==> src/rtl/core/ssht_pkg.sv <==
`timescale 1ns / 1ps

package ssht_pkg;

	localparam int COORD_WIDTH_DEFAULT = 24;
	localparam int RADIUS_WIDTH        = 23;
	localparam int R2_WIDTH            = 2 * RADIUS_WIDTH;

	localparam logic [RADIUS_WIDTH-1:0] RADIUS_RESET = RADIUS_WIDTH'(2560);
	localparam logic [R2_WIDTH-1:0]     R2_RESET     = R2_WIDTH'(2560 * 2560);

	typedef struct packed {
		logic hit;
		logic crossing;
		logic near;
	} result_t;

endpackage

==> src/rtl/core/ssht_decide.sv <==
`timescale 1ns / 1ps

module ssht_decide import ssht_pkg::*; #(
	parameter int CW = COORD_WIDTH_DEFAULT
) (
	input  logic signed [2*CW+2:0] den,
	input  logic signed [2*CW+2:0] nt,
	input  logic signed [2*CW+2:0] nr,
	input  logic signed [2*CW+2:0] dp,
	input  logic signed [2*CW+2:0] dq,
	input  logic [R2_WIDTH-1:0]    r2,
	output result_t                res
);

	localparam int XW = 2 * CW + 3;
	localparam int CMPW = (XW > R2_WIDTH + 1) ? XW : R2_WIDTH + 1;

	logic signed [CMPW-1:0] r2_ext, dp_ext, dq_ext;
	logic                   pos_ok, neg_ok, crossing, near;

	always_comb begin
		r2_ext = $signed(CMPW'(r2));
		dp_ext = CMPW'(dp);
		dq_ext = CMPW'(dq);

		pos_ok = (nt >= 0) && (nt <= den) && (nr >= 0) && (nr <= den);
		neg_ok = (nt <= 0) && (nt >= den) && (nr <= 0) && (nr >= den);

		if (den == '0) begin
			crossing = 1'b0;
		end else if (den[XW-1]) begin
			crossing = neg_ok;
		end else begin
			crossing = pos_ok;
		end

		near = (dp_ext < r2_ext) || (dq_ext < r2_ext);

		res.hit      = crossing | near;
		res.crossing = crossing;
		res.near     = near;
	end

endmodule

==> config.mk <==
export PLATFORM = sky130hd
export DESIGN_NAME = ssht_decide
export DESIGN_NICKNAME = d
export VERILOG_FILES = /design/src/rtl/core/ssht_pkg.sv /design/src/rtl/core/ssht_decide.sv
export SDC_FILE = /design/constraint.sdc
export NUM_CORES = 1
export LEC_CHECK = 0
export BUFFER_PORTS_ARGS = -buffer_cell sky130_fd_sc_hd__buf_2
export CORE_AREA = 2 2 119 121
export DETAILED_ROUTE_END_ITERATION = 8
export DIE_AREA = 0 0 121 123
export PLACE_DENSITY = 0.73
export SLEW_MARGIN = 10
export SYNTH_ARGS = -nofsm -noshare
export SYNTH_HDL_FRONTEND = slang
export SYNTH_SLANG_ARGS = --single-unit
==> constraint.sdc <==
create_clock -name vclk -period 7.3
set_clock_uncertainty 0.1 [all_clocks]
set_input_delay 0.365 -clock vclk [all_inputs]
set_output_delay 0.365 -clock vclk [all_outputs]
set_load 0.01 [all_outputs]
==> flow_summary.toml <==
[global_route]
met2_usage_pct = 48.07
top_usage_layer = "met2"
grt_usage_pct = 24.09
grt_overflow = 0
grt_max_degree = 6
grt_pass1_wl_um = 28730
use_met3_pct = 3.459
grt_pass1_vias = 6182
grt_util_met1_pct = 26.19
antenna_found_initial = 2

[route]
via_count = 6167
ant_nets = 0
drt_wl_total_um = 18910
dr.pass1.iters = 5
wl_per_cell_um = 16.45
vias_per_cell = 5.363
drcViolationCount = 0
drt-initial-drc-count = 243

[floorplanning]
die_y_um = 123
rows = 43
die-area_um2 = 14880
ios = 304
fp.coreArea_um2 = 13610
initial_core_util_pct = 36.76
die_w_um = 121

[power]
internal_power_mw = 0.1707
p_leak_nw = 3.957
power.share.clock_pct = 0
pwr-share-seq_pct = 0
power.total_mw = 0.3557
vdd_ir_drop_max_uv = 25.41
power.density_nw_per_um2 = 52.79
p_comb_share_pct = 100.0
p_sw_share_pct = 52.00
p_sw_mw = 0.1850

[timing]
drv_slew = 0
hold-worst-slack_ns = 1.172
finalHoldViolCount = 0
worst_pin_slew_ns = 0.6964
fin_crit_sh_pct = 52.61
fin_ws_ns = 3.460
min_period_ns = 3.840
fmax_mhz = 260.4
setup_viol_count_final = 0
final.setup.tns_ns = 0
rsz0062_at_grt = "no"
slew-limit-headroom_pct = 53.15

[synth]
synth_xor_area_share_pct = 0
yosysWarningCount = 0
ys_seq_area_share_pct = 0
syn_nets = 1160
synth_fa_ha_area_share_pct = 48.01
yosys.area.top_type_share_pct = 48.01
ys_types = 51
synthTopCellsByArea = "ha_1 (48%), inv_1 (7.9%), a21oi_1 (5.8%), nor4_1 (5.5%), nand4_1 (4.9%)"
syn_area_per_cell_um2 = 7.502
synth-simple-area-share_pct = 22.03
synth_top_cell_by_area = "ha_1"
synth_top_family_by_area = "adder cells"
post_synth_instance_area_um2 = 5004
muxShareOfSynthArea_pct = 0.4001
synth_compound_area_share_pct = 21.38
syn_inst = 667

[critical_path]
max_stage_delay_ns = 0.58
slowest_stage = "or4_1"
path_max_fanout = 3
crit_path_start_kind = "input pin"
arrival_ns = 3.38
startpoint = "den[25]"
endpoint = "res[2]"
crit_type = "input pin to output port"
cp-end-kind = "output port"
path_cells = "buf_2 > inv_1 > ha_1 > nand4_1 > or3_1 > or4_1 > or4_1 > o21a_1 > mux2i_1 > a32oi_1 > o211ai_2 > buf_2"
cp.required_ns = 6.84

[cells_and_area]
multiInputGateArea_um2 = 4594
design_area_um2 = 6738
final_cell_mix = "buf_2 (304), ha_1 (192), inv_1 (105)"
layoutNonFillerInstCount = 1150
syn2layout_area_growth_pct = 34.66
final_common_cell = "buf_2"
clockBufferCount = 0
final_nets = 1464
nFillCells = 1394
final_core_util_pct = 49.50
seq_cells = 0
regArea_um2 = 0
drive_gt1_share_pct = 32.61

[run_status]
status = "complete, no violations"

[place]
dpl_cell_area_um2 = 6735
pre_cts_ws_ns = 3.443
dp.cells = 1149
port_buffers = 304
place_hpwl_um = 17850
place.gp.congestion = 0.8953

[clock_tree]
cts_resized = 0
cts_setup_buffers = 0
postCtsHoldBufs = 0

[hold_path]
min_path_type = "input pin to output port"

[run]
cap_violations = 0
-- routing by layer --
layer,part of all wire (%),up-vias
met5,0.069,-
met4,2.7,2
met3,8.3,28
met2,51,271
met1,38,2707
li1,-,3159
-- worst min-delay path by stage --
stage,startpoint,endpoint,slack (ns),depth (start not counted)
finish,dp[49],res[0],1.17,5
global route,dp[49],res[0],1.21,5
CTS,dp[49],res[0],1.19,5
detailed placement,dp[49],res[0],1.19,5
global placement,dp[49],res[0],1.20,5
floorplan,dp[50],res[2],0.89,3
-- cells in the mapped netlist (3+ instances only) --
master	n
o22ai_1	3
o21ai_0	24
inv_1	105
o21ai_1	4
or4_1	4
nand2b_1	5
a221oi_1	4
a21oi_1	58
nand3_1	20
o21a_1	3
a2111oi_0	6
and4_1	3
nand2_1	37
nor4_1	44
nand4_1	39
o211ai_1	4
nor2b_1	3
a211oi_1	7
a21o_1	32
o21bai_1	3
nor2_1	23
ha_1	192
nor3_1	9
-- power groups by stage --
stage               sequential (mW)  combinational, mW    clock [mW]
floorplan                         0              0.196             0
global placement                  0              0.348             0
detailed placement                0              0.353             0
CTS                               0              0.355             0
global route                      0              0.407  0.0000000183
finish                            0              0.356  0.0000000183
-- critical path, delay by kind of cell --
kind                     cells  cell delay [ns]
AO/OA/AOI/OAI                3             0.60
adder cells (fa/ha/maj)      1             0.31
buffers and inverters        3             0.29
multiplexers                 1             0.13
AND/OR/NAND/NOR              4             1.67
-- cells by family after synthesis --
group                    count (synthesis)
AO/OA/AOI/OAI                          166
adder cells (fa/ha/maj)                192
AND/OR/NAND/NOR                        200
multiplexers                             2
buffers and inverters                  107
-- final cells by class --
type | instances | area share (%)
Timing Repair Buffer | 304 | 22.58
Tap cell | 180 | 3.343
Antenna cell | 1 | 0.03714
Multi-Input combinational cell | 560 | 68.19
Inverter | 105 | 5.850
Note: power is estimated with default switching activity, not from simulation.
