`src/rtl/core/ssht_pkg.sv`:
```
`timescale 1ns / 1ps

package ssht_pkg;

	localparam int COORD_WIDTH_DEFAULT = 24;
	localparam int RADIUS_WIDTH        = 23;
	localparam int R2_WIDTH            = 2 * RADIUS_WIDTH;

	localparam logic [RADIUS_WIDTH-1:0] RADIUS_RESET = RADIUS_WIDTH'(2560);
	localparam logic [R2_WIDTH-1:0]     R2_RESET     = R2_WIDTH'(2560 * 2560);

	typedef struct packed {
		logic hit;
		logic crossing;
		logic near;
	} result_t;

endpackage

```
`src/rtl/core/ssht_diff.sv`:
```
`timescale 1ns / 1ps

module ssht_diff import ssht_pkg::*; #(
	parameter int CW = COORD_WIDTH_DEFAULT
) (
	input  logic                 clk,
	input  logic                 en,
	input  logic signed [CW-1:0] sx,
	input  logic signed [CW-1:0] sy,
	input  logic signed [CW-1:0] ex,
	input  logic signed [CW-1:0] ey,
	input  logic signed [CW-1:0] px,
	input  logic signed [CW-1:0] py,
	input  logic signed [CW-1:0] qx,
	input  logic signed [CW-1:0] qy,
	output logic signed [CW:0]   ux_s1,
	output logic signed [CW:0]   uy_s1,
	output logic signed [CW:0]   vx_s1,
	output logic signed [CW:0]   vy_s1,
	output logic signed [CW:0]   wx_s1,
	output logic signed [CW:0]   wy_s1,
	output logic signed [CW:0]   dpx_s1,
	output logic signed [CW:0]   dpy_s1,
	output logic signed [CW:0]   dqx_s1,
	output logic signed [CW:0]   dqy_s1
);

	localparam int DW = CW + 1;

	always_ff @(posedge clk) begin
		if (en) begin
			ux_s1  <= DW'(ex) - DW'(sx);
			uy_s1  <= DW'(ey) - DW'(sy);
			vx_s1  <= DW'(qx) - DW'(px);
			vy_s1  <= DW'(qy) - DW'(py);
			wx_s1  <= DW'(px) - DW'(sx);
			wy_s1  <= DW'(py) - DW'(sy);
			dpx_s1 <= DW'(px) - DW'(ex);
			dpy_s1 <= DW'(py) - DW'(ey);
			dqx_s1 <= DW'(qx) - DW'(ex);
			dqy_s1 <= DW'(qy) - DW'(ey);
		end
	end

endmodule

```
`config.mk`:
```
export PLATFORM = sky130hd
export DESIGN_NAME = ssht_diff
export DESIGN_NICKNAME = d
export VERILOG_FILES = /design/src/rtl/core/ssht_pkg.sv /design/src/rtl/core/ssht_diff.sv
export SDC_FILE = /design/constraint.sdc
export NUM_CORES = 1
export LEC_CHECK = 0
export BUFFER_PORTS_ARGS = -buffer_cell sky130_fd_sc_hd__clkbuf_2
export CAP_MARGIN = 20
export CELL_PAD_IN_SITES_DETAIL_PLACEMENT = 1
export CELL_PAD_IN_SITES_GLOBAL_PLACEMENT = 1
export CORE_ASPECT_RATIO = 0.8
export CORE_MARGIN = 10
export CORE_UTILIZATION = 35
export DETAILED_ROUTE_END_ITERATION = 12
export PLACE_DENSITY = 0.78
export SLEW_MARGIN = 30
export SYNTH_ARGS = -nofsm -noshare
export SYNTH_HDL_FRONTEND = slang
export SYNTH_SLANG_ARGS = --single-unit
```
`constraint.sdc`:
```
create_clock -name clk -period 3.3 [get_ports clk]
set_input_delay 0 -clock clk [delete_from_list [all_inputs] [get_ports clk]]
set_output_delay 0 -clock clk [all_outputs]
set_load 0.01 [all_outputs]
```
==> metrics.txt <==
Root Buffer clkbuf_16; Detailed Route Iter0 Violations 1019; Yosys reg bits between 200 and 300; Fin Setup TNS 0 ps; RePlAce Congestion 0.906; Worst slew margin 0.506; post-synth top area share 0.382; Nets 2976; Layout area overhead 23.8%; Initial Utilization 0.355; Worst Tran Pin Value 737 ps; Setup-failing EPs final 0; Mapped Avg Cell Area slightly below 10 µm²; Routed WL around 75 mm; min-delay worst type in2reg; crit share post-route 0.939; top_reg_cell synth edfxtp_1; drt wl/cell 22.8 µm; FF+latch area 0.00751 mm²; Max-Cap Viols 0; Max Slew Vio Count 0; CTS tree built; worst vdd ir 394 µV; Netlist cell types 75; Die X 285 µm; critical path fanouts, max 3; area of the multi-input gates 0.0112 mm²; CTS Sinks 250; number of synthesized flops with an enable pin 250; core area roughly 0.055 mm²; top-count cell post-synth edfxtp_1; fillers between 6000 and 7000; die height between 200 and 250 µm; Leak Pwr 11.3 nW; largest net degree at the start of global routing 70; Non-Filler Instances about 3300; initial antenna violation count 9; yosys warns 0; # H-tree levels 2; Arr. time, crit path 3380 ps; Via density 5.40; clk slew on worst S/H paths 60 ps; clock period minus worst slack 3100 ps; Fmax 323 MHz; row count between 70 and 80; post_cts resized 0; number of global-route vias before repair slightly below 20000; Die Area approximately 0.066 mm²; top cells by count, synth 250 x edfxtp_1, 240 x ha_1, 225 x inv_1; Fin. Hold Viols 0; global route overflow 0; Port Buffers 443; Critical Path Start Type primary input; global-route wire length before repair 113 mm; Placed Instance Area 0.0229 mm²; Async S/R FF share, synth 0; # DRC 0; post-route ant nets 0; Power Dens Cells 495 mW/mm²; RSZ-0062 raised after global routing no; Power, Total 12.1 mW; Setup crit end kind register; DP Wirelength 62.5 mm; post-CTS setup buffers 0; Global Route Usage Sum 0.218; vias 17900; cts bufs inserted 34; First-pass DRT Iterations 5; cell area after layout approximately 0.024 mm²; layout cell share with drive strength beyond 1 0.204; status completed; Worst Setup Path Type in2reg; cell count after synthesis 2026; worst endpoint required time 3580 ps; Placed Cells 3210; CTS Buffer Depth 3; Final Util 0.439; largest cells by area after synthesis edfxtp_1 38%, ha_1 15%, xnor2_1 5.8%; area leader, netlist edfxtp_1; Syn Nets 2470; register area share after synthesis 0.382; cell area after synthesis 0.0197 mm²; I/O Pins 444
-- cell families (layout without fill, tap and decap cells) --
kind of cell	Yosys count	count (layout)	share of synthesized area
XOR/XNOR	183	183	0.0815
flip-flops	250	250	0.382
adder cells (fa/ha/maj)	250	250	0.163
other	0	7	0
AND/OR/NAND/NOR	493	493	0.121
buffers and inverters	246	776	0.0470
AO/OA/AOI/OAI	599	599	0.203
multiplexers	5	5	0.00255
-- layout by cell type (no fill, tap or decap), drive strengths merged, types with 17 or more instances in the layout --
cell type    Yosys  routed
a211oi          17      17
a21o            84      84
a21oi          174     174
a31oi           25      25
clkbuf          18     483
dlygate4sd3      0      36
edfxtp         250     250
ha             240     240
inv            225     227
nand2          112     112
nand2b          27      27
nand3           39      39
nand4           21      21
nor2           147     147
nor2b           37      37
nor3            41      41
o21a            47      47
o21ai           96      96
o21bai          27      27
xnor2          131     131
xor2            52      52
-- layout make-up --
cell class              instances  share of cell area
multi-input cells            1530               0.461
flip-flops and latches        250               0.308
repair buffers                491               0.111
well taps                     750              0.0386
clock buffers                  41              0.0369
inverters                     225              0.0347
clock inverters                19             0.00833
diodes                          7            0.000720
-- worst paths after layout --
kind / from / end / slack [ps] / cells after the start
worst max-delay path: ex[0] / ux_s1[20]$_DFFE_PP_ / 200 / 13
worst min-delay path: qx[3] / vx_s1[3]$_DFFE_PP_ / 20 / 4
-- through the flow --
stage | setup WS [ps] | hold WS (ps)
after floorplan | 957 | 112
final | 203 | 23.1
after global routing | 42.7 | 36.5
after global placement | 459 | 418
after detailed placement | 341 | 426
after CTS | 266 | 0.708
-- metal layers --
| metal | part of all wire | wire length [µm] | global-route usage |
|---|---|---|---|
| met3 | 0.067 | 5080 | 0.0511 |
| met1 | 0.41 | 31000 | 0.256 |
| met5 | 0.00061 | 46 | 0 |
| met2 | 0.49 | 37200 | 0.390 |
| met4 | 0.028 | 2100 | 0.0647 |
-- registers in the layout, summed over array words and instances, names as in the netlist --
| name | cells |
|---|---|
| dpx_s1 | 25 |
| vx_s1 | 25 |
| dpy_s1 | 25 |
| wy_s1 | 25 |
| uy_s1 | 25 |
| vy_s1 | 25 |
| dqy_s1 | 25 |
| dqx_s1 | 25 |
| wx_s1 | 25 |
| ux_s1 | 25 |
-- power breakdown --
part / total (mW) / internal (mW) / switching (mW)
Combinational: 3.83 / 1.52 / 2.31
Clock: 3.80 / 2.26 / 1.54
Sequential: 4.42 / 4.19 / 0.232
Total: 12.1 / 7.97 / 4.08
-- timing repair --
item / in CTS / in global routing
hold buffers: 36 / 0
setup endpoints to repair: 0 / 0
endpoints found under the hold margin: 93 / 0
-- critical path, cell delays in order --
cell and delay [ps]:
dlygate4sd3_1 530, clkbuf_2 140, inv_1 50, ha_1 220, fa_1 460, nor2b_1 160, o21ai_1 90, a21boi_1 290
o22ai_1 190, o31ai_1 570, nand3_1 190, a221o_1 360, xnor2_1 130
Note: power is estimated with default switching activity, not from simulation.
